[config.mk]
export PLATFORM = sky130hd
export DESIGN_NAME = encoder_delta_speed
export DESIGN_NICKNAME = d
export VERILOG_FILES = /design/src/design/eds_pkg.sv /design/src/design/encoder_delta_speed.sv /design/src/design/eds_regs.sv /design/src/design/eds_ctrl.sv /design/src/design/eds_dp.sv
export SDC_FILE = /design/constraint.sdc
export NUM_CORES = 2
export LEC_CHECK = 0
export BUFFER_PORTS_ARGS = -buffer_cell sky130_fd_sc_hd__buf_2
export CORE_MARGIN = 2
export CORE_UTILIZATION = 55
export DETAILED_ROUTE_END_ITERATION = 8
export PLACE_DENSITY = 0.76
export SKIP_CTS_REPAIR_TIMING = 1
export SYNTH_ARGS = -nofsm -noshare
export SYNTH_HDL_FRONTEND = slang
export SYNTH_SLANG_ARGS = --single-unit
[constraint.sdc]
create_clock -name clk -period 17.6 [get_ports clk]
set_clock_uncertainty 0.05 [all_clocks]
set_input_delay 3.52 -clock clk [delete_from_list [all_inputs] [get_ports clk]]
set_output_delay 3.52 -clock clk [all_outputs]
set_load 0.005 [all_outputs]
[src/design/eds_pkg.sv]
// ----------------------------------------------------------------------------
// eds_pkg
// Shared types and constants for the encoder delta speed block.
// ----------------------------------------------------------------------------
package eds_pkg;

	localparam int CNT_W     = 16;
	localparam int TIME_W    = 32;
	localparam int SCALE_W   = 24;
	localparam int SPD_W     = 32;
	localparam int STAT_W    = 2;
	localparam int PROD_W    = CNT_W + SCALE_W;
	localparam int REM_W     = TIME_W + 1;
	localparam int DIV_STEPS = PROD_W;
	localparam int DIV_CNT_W = $clog2(DIV_STEPS);
	localparam int ADDR_W    = 3;
	localparam int DATA_W    = 32;

	localparam logic [SPD_W-1:0] SPD_MAX = {1'b0, {(SPD_W-1){1'b1}}};
	localparam logic [SPD_W-1:0] SPD_MIN = {1'b1, {(SPD_W-1){1'b0}}};

	// result status codes
	localparam logic [STAT_W-1:0] ST_BASELINE = 2'd0;
	localparam logic [STAT_W-1:0] ST_FRESH    = 2'd1;
	localparam logic [STAT_W-1:0] ST_CACHED   = 2'd2;

	// register index, taken from paddr[2]
	typedef enum logic [0:0] {
		REG_SCALE = 1'b0,
		REG_FLIP  = 1'b1
	} reg_idx_t;

	typedef enum logic [2:0] {
		S_IDLE,
		S_CHECK,
		S_MUL,
		S_DIV,
		S_SAT,
		S_FLIP,
		S_DONE
	} state_t;

	// what the finished item does to state and output
	typedef enum logic [1:0] {
		K_NONE,
		K_BASE,
		K_CACHED,
		K_FRESH
	} kind_t;

	typedef struct packed {
		logic  load;
		logic  prep;
		logic  mul;
		logic  div_step;
		logic  sat;
		logic  flip;
		logic  commit;
		kind_t kind;
	} cmd_t;

	typedef struct packed {
		logic in_range;
		logic baseline;
		logic same_ms;
		logic div_last;
	} stat_t;

endpackage

[src/design/encoder_delta_speed.sv]
// Path: a baseline, a same-millisecond repeat or an unknown wheel goes
//   from CHECK straight to DONE; a fresh speed also passes MUL, DIV, SAT, FLIP.
// Words are taken one at a time; the 40-step restoring divider makes
//   fresh words the slowest, and a stalled earlier result holds the
//   sequencer in DONE.
// Reset (arst_n low): control regs cleared, each wheel waits for a baseline.
// ----------------------------------------------------------------------------
// encoder_delta_speed
// Wheel speed from encoder count differences over millisecond timestamps.
// ----------------------------------------------------------------------------
module encoder_delta_speed #(
	parameter int NUM_WHEELS = 2
) (
	input  logic                             clk,
	input  logic                             arst_n,
	// input channel
	input  logic                             in_valid,
	output logic                             in_ready,
	input  logic                             wheel,
	input  logic [eds_pkg::CNT_W-1:0]        count,
	input  logic [eds_pkg::TIME_W-1:0]       now_ms,
	input  logic                             restart,
	// result channel
	output logic                             out_valid,
	input  logic                             out_ready,
	output logic signed [eds_pkg::SPD_W-1:0] speed,
	output logic [eds_pkg::STAT_W-1:0]       status,
	// configuration port
	input  logic                             psel,
	input  logic                             penable,
	input  logic                             pwrite,
	input  logic [eds_pkg::ADDR_W-1:0]       paddr,
	input  logic [eds_pkg::DATA_W-1:0]       pwdata,
	output logic [eds_pkg::DATA_W-1:0]       prdata,
	output logic                             pready
);

	// Flow of one word:
	//   IDLE  take the word into the datapath
	//   CHECK look up the wheel: unknown wheel, baseline and same-millisecond
	//         words go straight to DONE; otherwise latch dt and |delta|
	//   MUL   |delta| * count_scale, 40 bits exact
	//   DIV   one quotient bit per cycle, 40 restoring steps
	//   SAT   clamp to signed 32 bits and apply the sign of delta
	//   FLIP  negate when direction_flip is set (most negative goes to max)
	//   DONE  wait for a free output register, write the result; baseline
	//         and fresh words also update the wheel's baseline and cached speed
	// The output register keeps a finished word while the next word is taken.

	logic [eds_pkg::SCALE_W-1:0] count_scale;
	logic                        direction_flip;
	eds_pkg::cmd_t               cmd;
	eds_pkg::stat_t              st;

	eds_regs u_regs (
		.clk            (clk),
		.arst_n         (arst_n),
		.psel           (psel),
		.penable        (penable),
		.pwrite         (pwrite),
		.paddr          (paddr),
		.pwdata         (pwdata),
		.prdata         (prdata),
		.pready         (pready),
		.count_scale    (count_scale),
		.direction_flip (direction_flip)
	);

	eds_ctrl u_ctrl (
		.clk       (clk),
		.arst_n    (arst_n),
		.in_valid  (in_valid),
		.in_ready  (in_ready),
		.out_valid (out_valid),
		.out_ready (out_ready),
		.st        (st),
		.cmd       (cmd)
	);

	eds_dp #(
		.NUM_WHEELS (NUM_WHEELS)
	) u_dp (
		.clk            (clk),
		.arst_n         (arst_n),
		.cmd            (cmd),
		.st             (st),
		.count_scale    (count_scale),
		.direction_flip (direction_flip),
		.wheel          (wheel),
		.count          (count),
		.now_ms         (now_ms),
		.restart        (restart),
		.speed          (speed),
		.status         (status)
	);

endmodule

[src/design/eds_regs.sv]
// ----------------------------------------------------------------------------
// eds_regs
// APB configuration registers: scale factor and direction flip.
// ----------------------------------------------------------------------------
module eds_regs (
	input  logic                         clk,
	input  logic                         arst_n,
	input  logic                         psel,
	input  logic                         penable,
	input  logic                         pwrite,
	input  logic [eds_pkg::ADDR_W-1:0]   paddr,
	input  logic [eds_pkg::DATA_W-1:0]   pwdata,
	output logic [eds_pkg::DATA_W-1:0]   prdata,
	output logic                         pready,
	output logic [eds_pkg::SCALE_W-1:0]  count_scale,
	output logic                         direction_flip
);

	logic [eds_pkg::SCALE_W-1:0] count_scale_q;
	logic                        direction_flip_q;
	eds_pkg::reg_idx_t           idx;
	logic                        wr_en;

	assign idx   = eds_pkg::reg_idx_t'(paddr[2]);
	assign wr_en = psel && penable && pwrite;
	assign pready = 1'b1;

	always_ff @(posedge clk or negedge arst_n) begin
		if (!arst_n) begin
			count_scale_q    <= '0;
			direction_flip_q <= 1'b0;
		end else if (wr_en) begin
			unique case (idx)
				eds_pkg::REG_SCALE: count_scale_q    <= pwdata[eds_pkg::SCALE_W-1:0];
				eds_pkg::REG_FLIP:  direction_flip_q <= pwdata[0];
				default: ;
			endcase
		end
	end

	always_comb begin
		unique case (idx)
			eds_pkg::REG_SCALE: prdata = eds_pkg::DATA_W'(count_scale_q);
			eds_pkg::REG_FLIP:  prdata = eds_pkg::DATA_W'(direction_flip_q);
			default:            prdata = '0;
		endcase
	end

	assign count_scale    = count_scale_q;
	assign direction_flip = direction_flip_q;

endmodule

[src/design/eds_ctrl.sv]
// ----------------------------------------------------------------------------
// eds_ctrl
// Sequencer: classify the word, run multiply and divide, hand off result.
// ----------------------------------------------------------------------------
module eds_ctrl (
	input  logic           clk,
	input  logic           arst_n,
	input  logic           in_valid,
	output logic           in_ready,
	output logic           out_valid,
	input  logic           out_ready,
	input  eds_pkg::stat_t st,
	output eds_pkg::cmd_t  cmd
);

	eds_pkg::state_t state_q, state_d;
	eds_pkg::kind_t  kind_q, kind_d;
	logic            out_valid_q;

	always_ff @(posedge clk or negedge arst_n) begin
		if (!arst_n) begin
			state_q     <= eds_pkg::S_IDLE;
			kind_q      <= eds_pkg::K_NONE;
			out_valid_q <= 1'b0;
		end else begin
			state_q <= state_d;
			kind_q  <= kind_d;
			if (cmd.commit) begin
				out_valid_q <= 1'b1;
			end else if (out_ready) begin
				out_valid_q <= 1'b0;
			end
		end
	end

	always_comb begin
		state_d  = state_q;
		kind_d   = kind_q;
		in_ready = 1'b0;
		cmd      = '0;
		cmd.kind = kind_q;
		unique case (state_q)
			eds_pkg::S_IDLE: begin
				in_ready = 1'b1;
				if (in_valid) begin
					cmd.load = 1'b1;
					state_d  = eds_pkg::S_CHECK;
				end
			end
			eds_pkg::S_CHECK: begin
				if (!st.in_range) begin
					kind_d  = eds_pkg::K_NONE;
					state_d = eds_pkg::S_DONE;
				end else if (st.baseline) begin
					kind_d  = eds_pkg::K_BASE;
					state_d = eds_pkg::S_DONE;
				end else if (st.same_ms) begin
					kind_d  = eds_pkg::K_CACHED;
					state_d = eds_pkg::S_DONE;
				end else begin
					kind_d   = eds_pkg::K_FRESH;
					cmd.prep = 1'b1;
					state_d  = eds_pkg::S_MUL;
				end
			end
			eds_pkg::S_MUL: begin
				cmd.mul = 1'b1;
				state_d = eds_pkg::S_DIV;
			end
			eds_pkg::S_DIV: begin
				cmd.div_step = 1'b1;
				if (st.div_last) begin
					state_d = eds_pkg::S_SAT;
				end
			end
			eds_pkg::S_SAT: begin
				cmd.sat = 1'b1;
				state_d = eds_pkg::S_FLIP;
			end
			eds_pkg::S_FLIP: begin
				cmd.flip = 1'b1;
				state_d  = eds_pkg::S_DONE;
			end
			eds_pkg::S_DONE: begin
				if (!out_valid_q || out_ready) begin
					cmd.commit = 1'b1;
					state_d    = eds_pkg::S_IDLE;
				end
			end
			default: state_d = eds_pkg::S_IDLE;
		endcase
	end

	assign out_valid = out_valid_q;

endmodule

[src/design/eds_dp.sv]
// ----------------------------------------------------------------------------
// eds_dp
// Datapath: per-wheel state, count/time differences, multiply, restoring
// divide, saturation and flip, output register.
// ----------------------------------------------------------------------------
module eds_dp #(
	parameter int NUM_WHEELS = 2
) (
	input  logic                         clk,
	input  logic                         arst_n,
	input  eds_pkg::cmd_t                cmd,
	output eds_pkg::stat_t               st,
	input  logic [eds_pkg::SCALE_W-1:0]  count_scale,
	input  logic                         direction_flip,
	input  logic                         wheel,
	input  logic [eds_pkg::CNT_W-1:0]    count,
	input  logic [eds_pkg::TIME_W-1:0]   now_ms,
	input  logic                         restart,
	output logic signed [eds_pkg::SPD_W-1:0] speed,
	output logic [eds_pkg::STAT_W-1:0]   status
);

	localparam int WIDX = (NUM_WHEELS > 1) ? $clog2(NUM_WHEELS) : 1;

	// latched word
	logic                       wheel_q;
	logic [eds_pkg::CNT_W-1:0]  count_q;
	logic [eds_pkg::TIME_W-1:0] now_q;
	logic                       restart_q;

	// per-wheel state
	logic [eds_pkg::CNT_W-1:0]  base_count_q [NUM_WHEELS];
	logic [eds_pkg::TIME_W-1:0] base_time_q  [NUM_WHEELS];
	logic [eds_pkg::SPD_W-1:0]  cached_q     [NUM_WHEELS];
	logic [NUM_WHEELS-1:0]      need_base_q;

	// arithmetic
	logic [eds_pkg::TIME_W-1:0]    dt_q;
	logic [eds_pkg::CNT_W-1:0]     mag_q;
	logic                          neg_q;
	logic [eds_pkg::REM_W-1:0]     rem_q;
	logic [eds_pkg::PROD_W-1:0]    quo_q;
	logic [eds_pkg::DIV_CNT_W-1:0] div_cnt_q;
	logic [eds_pkg::SPD_W-1:0]     spd_q;
	logic [eds_pkg::SPD_W-1:0]     speed_q;
	logic [eds_pkg::STAT_W-1:0]    status_q;

	logic [WIDX-1:0]            widx;
	logic [eds_pkg::CNT_W-1:0]  diff;
	logic [eds_pkg::TIME_W-1:0] dt;
	logic [eds_pkg::REM_W-1:0]  rem_sh;
	logic [eds_pkg::REM_W-1:0]  dt_ext;
	logic                       ge;
	logic [eds_pkg::SPD_W-1:0]  sat_mag;
	logic                       fresh_wr;
	logic                       base_wr;

	assign widx   = WIDX'(wheel_q);
	assign diff   = count_q - base_count_q[widx];
	assign dt     = now_q - base_time_q[widx];

	assign st.in_range = (32'(wheel_q) < NUM_WHEELS);
	assign st.baseline = need_base_q[widx] || restart_q;
	assign st.same_ms  = (dt == '0);
	assign st.div_last = (div_cnt_q == eds_pkg::DIV_CNT_W'(eds_pkg::DIV_STEPS - 1));

	// one restoring step: shift in the next dividend bit, subtract if it fits
	assign dt_ext = {1'b0, dt_q};
	assign rem_sh = {rem_q[eds_pkg::REM_W-2:0], quo_q[eds_pkg::PROD_W-1]};
	assign ge     = (rem_sh >= dt_ext);

	// clamp the magnitude; a negative result may reach one further
	always_comb begin
		if (neg_q) begin
			sat_mag = (quo_q > eds_pkg::PROD_W'(eds_pkg::SPD_MIN)) ?
				eds_pkg::SPD_MIN : quo_q[eds_pkg::SPD_W-1:0];
		end else begin
			sat_mag = (quo_q > eds_pkg::PROD_W'(eds_pkg::SPD_MAX)) ?
				eds_pkg::SPD_MAX : quo_q[eds_pkg::SPD_W-1:0];
		end
	end

	assign base_wr  = cmd.commit && (cmd.kind == eds_pkg::K_BASE);
	assign fresh_wr = cmd.commit && (cmd.kind == eds_pkg::K_FRESH);

	always_ff @(posedge clk or negedge arst_n) begin
		if (!arst_n) begin
			need_base_q <= '1;
		end else if (base_wr) begin
			need_base_q[widx] <= 1'b0;
		end
	end

	always_ff @(posedge clk) begin
		if (cmd.load) begin
			wheel_q   <= wheel;
			count_q   <= count;
			now_q     <= now_ms;
			restart_q <= restart;
		end
		if (cmd.prep) begin
			dt_q  <= dt;
			neg_q <= diff[eds_pkg::CNT_W-1];
			mag_q <= diff[eds_pkg::CNT_W-1] ? (eds_pkg::CNT_W'(0) - diff) : diff;
		end
		if (cmd.mul) begin
			quo_q     <= eds_pkg::PROD_W'(mag_q) * eds_pkg::PROD_W'(count_scale);
			rem_q     <= '0;
			div_cnt_q <= '0;
		end else if (cmd.div_step) begin
			quo_q     <= {quo_q[eds_pkg::PROD_W-2:0], ge};
			rem_q     <= ge ? (rem_sh - dt_ext) : rem_sh;
			div_cnt_q <= div_cnt_q + 1'b1;
		end
		if (cmd.sat) begin
			spd_q <= neg_q ? (eds_pkg::SPD_W'(0) - sat_mag) : sat_mag;
		end else if (cmd.flip && direction_flip) begin
			spd_q <= (spd_q == eds_pkg::SPD_MIN) ? eds_pkg::SPD_MAX :
				(eds_pkg::SPD_W'(0) - spd_q);
		end
		if (base_wr || fresh_wr) begin
			base_count_q[widx] <= count_q;
			base_time_q[widx]  <= now_q;
			cached_q[widx]     <= base_wr ? '0 : spd_q;
		end
		if (cmd.commit) begin
			case (cmd.kind)
				eds_pkg::K_FRESH: begin
					speed_q  <= spd_q;
					status_q <= eds_pkg::ST_FRESH;
				end
				eds_pkg::K_CACHED: begin
					speed_q  <= cached_q[widx];
					status_q <= eds_pkg::ST_CACHED;
				end
				default: begin
					speed_q  <= '0;
					status_q <= eds_pkg::ST_BASELINE;
				end
			endcase
		end
	end

	assign speed  = signed'(speed_q);
	assign status = status_q;

endmodule

# Word-level counts from Yosys, hierarchy flattened
# Memories as Yosys holds them, arrays and structs flattened. A register that Yosys moved wholly into a read port is not among the register bits.
# Index checks and enable logic that the tools add are counted.
# Widths: inputs -> output; s select.
# word_totals
ramBits,160
elab_cells,117
n_memories,3
ff_bits,276
# op_classes
n_addsub,7
bitwise_logic,3
mux,46
n_mul,1
n_lt_le_gt_ge,5
eq_ne,14
n_reduce_logical,18
# mem_list
memory,words,word_bits,rd,rd_clocked_by_memory_dff,write_ports,line,rtl
u_dp.base_time_q,2,32,1,1,1,eds_dp.sv:33,logic [eds_pkg::TIME_W-1:0] base_time_q [NUM_WHEELS];
u_dp.cached_q,2,32,1,1,1,eds_dp.sv:34,logic [eds_pkg::SPD_W-1:0] cached_q [NUM_WHEELS];
u_dp.base_count_q,2,16,1,1,1,eds_dp.sv:32,logic [eds_pkg::CNT_W-1:0] base_count_q [NUM_WHEELS];
# ops
cell,n
$mux 32,9
$pmux 32 s2,2
$mux 40,2
$sub 1x32->32 const A,2
$sub 32x32->32,2
$gt 40x31->1 const B,1
$gt 40x32->1 const B,1
$mul 16x24->40,1
$ge 33x32->1,1
$eq 32x32->1 const B,1
$logic_not 32->1,1
$mux 1,23
$pmux 3 s7,1
$sub 1x16->16 const A,1
$sub 16x16->16,1
$mux 15,1
$mux 3,5
$eq 3x3->1 const B,3
$add 6x1->6 const B,1
$eq 3x2->1 const B,2
$eq 6x6->1 const B,1
$logic_and 1x1->1,6
$reduce_bool 2->1,3
$eq 2x2->1 const B,2
17 further kinds,21

# Longest topological paths before layout
# depth
word_depth,8
depth_mapped,25
ltp_nobuf,23

# Cells and area by module
# Synthesis repeated with hierarchy kept, for this count alone.
# hier_totals
cells_unflattened,3398
area_unflattened_um2,35087.4
# modules_own_cells
mod,cells_per_inst,area_each_um2,instances
eds_dp,3266,33452.1,1
eds_regs,91,1273.7,1
eds_ctrl,41,361.6,1

# Worst setup path after synthesis
# No wires, ideal clock.
# synth_path
path_type,input-to-reg
start,in out_ready
end,mem u_dp.base_count_q[0][0] in the netlist's numbering (enable)
path_buffers,0
setup_slack_ns,6.998
t_arrival_ns,10.034
stages,4
setup_ns,0.518
path_cell_list,nand2b_1 nor3b_1 nand2_1 nor2_1
# synth_rtl
element,line,rtl
"start, declared",encoder_delta_speed.sv:25,"input logic out_ready,"
"end, declared",eds_dp.sv:32,

# Worst setup path in the final report
# layout_path
start,in paddr[2] in the netlist's numbering
end,out prdata[0] in the netlist's numbering
# layout_between
elab_chain_cells,2
# layout_lines
element,line,rtl
"start, declared",encoder_delta_speed.sv:32,"input logic [eds_pkg::ADDR_W-1:0] paddr,"
$not 1->1 (no line),--,
$pmux 32 s2 (*),eds_regs.sv:42,unique case (idx)
"end, declared",encoder_delta_speed.sv:34,"output logic [eds_pkg::DATA_W-1:0] prdata,"
# Every way passes the cells marked *; elsewhere a longest branch is shown, timed or not. The select of a mux whose other input is x is not followed.

==> out/summary.txt <==
Number of buffers added on ports: 141
Count of unresolved DRC violations after routing: 0
Transition time of the tightest slew-check pin: 1246 ps
Drt pass-1 iters: 6
Cell type of the slowest stage on the worst timing path: sky130_fd_sc_hd__buf_2
Worst min-delay path category: register to register
Global-route wire length before repair: 131,000 um
Series of cell instances along the critical path: buf_2 > mux2_2 > buf_2
Number of flops mapped to enable cells by yosys: 365
Clock transition at the registers of the reported paths: 60 ps
Num ports: 161
Total global routing track utilization: 24.25%
Flip-flop and latch count after synthesis: 437
Via density per instance: 5.704
Routability congestion estimate from global placement: 0.9103
Leftover overflow at the end of global routing: 0
Kind of cell adding the most delay to the critical path: buffers and inverters
Mean cell area of the mapped netlist: 10.09 um2
Unrepaired setup endpoints after global routing: no
Hold Path Stages: 2
Vertical extent of the die: 257.2 um
Signed area change from the synthesized netlist to the final layout: 8.945%
DR iter-0 viols: 1,765
CTS tree: done
Total via count after detailed routing: 25.36k
Area of the die: 66,130 um2
Post-Synthesis Cells: 3,495
Initial antenna violation count: 0
Detailed-route wire length per cell: 17.54 um
Number of nets in the final layout: 4,155
Post-synthesis sequential area ratio: 35.66%
Worst Reg-to-Reg Cells: 22
Row cnt: 92
Synth cell types: 94
Placed wire-length estimate after detailed placement: 55,580 um
Drt total wl: 77,950 um
Endpoint type of the worst setup path: output port
Maximum Capacitance Violations: 0
Depth of the critical timing path with buffers and inverters included: 3
Required time of the critical path: 14,030 ps
Clock latency at the later pin of the worst-skew pair: 620 ps
Pre-CTS setup slack: 9515 ps
Root buffer selected by CTS: sky130_fd_sc_hd__clkbuf_16
CP startpoint kind: input pin
CP Class: input pin to output port
Data arrival at the endpoint of the critical path: 4500 ps
Library cell appearing most often on the critical path: sky130_fd_sc_hd__buf_2
Worst Slack Setup Final: 9532 ps
Highest achievable clock rate: 124.0 MHz
Pin count of the biggest net entering global routing: 72
Detail Route Antenna Nets: 0
Count of fill cells added during filler insertion: 5,177
CP max stage delay: 440 ps
Final-report max-slew violation count: 0
Fraction of final layout cells sized beyond drive strength 1: 8.922%
Post-route setup TNS: 0 ps
Most used flip-flop cell after synthesis: sky130_fd_sc_hd__edfxtp_1
Run status: completed
Final number of setup-violating endpoints: 0
Number of H-tree levels: 2
Most common cell after layout, fill and taps aside: sky130_fd_sc_hd__nand2_1
Die W: 257.2 um
CTS sink cnt: 437
Final Critical Period: 8068 ps
Initial standard-cell utilization of the core: 55.78%
Final Hold Viols: 0
Core Area: 63,200 um2
Worst-path fanout max: 26
Commonest cells after routing, fill and taps aside: sky130_fd_sc_hd__nand2_1 (445), sky130_fd_sc_hd__inv_1 (427), sky130_fd_sc_hd__edfxtp_1 (365)
Clock Path Buffers: 3
Post-synth design cell area: 35,250 um2
Fraction of the cycle the final worst path needs: 45.84%
Synth Warn #: 0
Proportion of synthesized flip-flops having asynchronous set or reset: 7.551%
Worst relative slew slack: 16.97%
Buffers & Inverters on Critical Path: 2
TritonCTS buffer count: 49
Number of global-route vias before repair: 26.03k
[path summary, 6_finish.rpt]
path | startpoint | end | slack, ps
hold reg to reg | u_dp.div_cnt_q[1] | u_dp.div_cnt_q[1] | 410
max in group asynchronous | arst_n | u_ctrl.kind_q[0] | 13780
setup / recovery | paddr[2] | prdata[0] | 9530
hold / removal | u_dp.div_cnt_q[1] | u_dp.div_cnt_q[1] | 410
min in group asynchronous | arst_n | u_regs.count_scale[13] | 3040
setup reg to reg | u_dp.mag_q[9] | u_dp.quo_q[38] | 10080
[layer usage]
metal | GRT usage [%] | wire, um | share of wire (%) | vias up
met2 | 42.06 | 38450 | 49 | 660
li1 | - | - | - | 12000
met4 | 6.864 | 1872 | 2.4 | 0
met1 | 31.89 | 33900 | 43 | 12530
met3 | 3.270 | 3720 | 4.8 | 158
met5 | 0 | 0 | 0 | -
[cell usage after synthesis, drive strengths merged (10+ instances only)]
| library cell | number | share of area (%) |
|---|---|---|
| a211oi | 19 | 0.40 |
| a21o | 47 | 1.0 |
| a21oi | 140 | 2.0 |
| a31oi | 26 | 0.48 |
| and2 | 206 | 3.7 |
| and3 | 27 | 0.48 |
| buf | 16 | 0.29 |
| clkbuf | 147 | 1.6 |
| dfrtp | 31 | 2.2 |
| dfxtp | 39 | 2.2 |
| edfxtp | 365 | 31 |
| fa | 309 | 18 |
| ha | 194 | 6.9 |
| inv | 429 | 4.6 |
| mux2 | 29 | 0.93 |
| mux2i | 91 | 2.6 |
| nand2 | 445 | 4.7 |
| nand2b | 27 | 0.48 |
| nand3 | 49 | 0.70 |
| nand4 | 18 | 0.32 |
| nor2 | 118 | 1.3 |
| nor2b | 73 | 1.3 |
| nor3 | 58 | 0.84 |
| nor4 | 16 | 0.28 |
| o211ai | 12 | 0.26 |
| o21a | 21 | 0.45 |
| o21ai | 170 | 2.4 |
| o21bai | 17 | 0.36 |
| o22ai | 10 | 0.18 |
| o311ai | 17 | 0.42 |
| o31ai | 20 | 0.46 |
| or3 | 21 | 0.37 |
| or4 | 13 | 0.30 |
| xnor2 | 64 | 1.6 |
| xor2 | 60 | 1.5 |
[cell type report]
type | instances | area, um2 | area share (%)
clock inverter | 32 | 467.9 | 1.219
sequential | 437 | 12570 | 32.74
multi-input combinational | 2473 | 20490 | 53.35
inverter | 429 | 1610 | 4.193
clock buffer | 57 | 1276 | 3.323
tap | 846 | 1059 | 2.756
antenna | 1 | 2.502 | 0.006516
timing repair buffer | 170 | 923.4 | 2.404
[per-stage QoR]
stage / std cells / util [%] / area, um2 / hold WS (ps)
5_1_grt: 4444 / 60.76 / 38400 / 445.9
3_3_place_gp: 4355 / 58.00 / 36660 / 396.0
2_1_floorplan: 3502 / - / 35280 / 385.3
4_1_cts: 4444 / 60.76 / 38400 / 417.9
3_5_place_dp: 4355 / 58.00 / 36660 / 409.6
6_report: 4445 / 60.77 / 38400 / 414.7
[cell families after synthesis]
family	after synthesis	synth area share, %
xor+xnor	124	3.081
simple gates	1113	15.76
buf+inv	592	6.421
compound gates	604	11.12
other cells	2	0.02130
fa+ha+maj	503	24.43
flops	437	35.66
mux	120	3.510
[worst min-delay path, stage by stage (launching register included)]
cell and delay (ps):
sky130_fd_sc_hd__dfxtp_1 320, sky130_fd_sc_hd__nand2_1 60, sky130_fd_sc_hd__nand2_1 40
[registers in the layout, indices dropped and copies added, names as in the netlist, 6 cells and up, named ones only]
| signal | flops |
|---|---|
| u_dp.base_time_q | 64 |
| u_dp.cached_q | 64 |
| u_dp.quo_q | 40 |
| u_dp.base_count_q | 32 |
| u_dp.dt_q | 32 |
| u_dp.now_q | 32 |
| u_dp.rem_q | 32 |
| u_dp.spd_q | 32 |
| u_dp.speed | 32 |
| u_regs.count_scale | 24 |
| u_dp.count_q | 16 |
| u_dp.mag_q | 16 |
| u_dp.div_cnt_q | 6 |
Power is not shown: default switching activity piles up to over one toggle a cycle in this logic, so the estimate is an artifact.
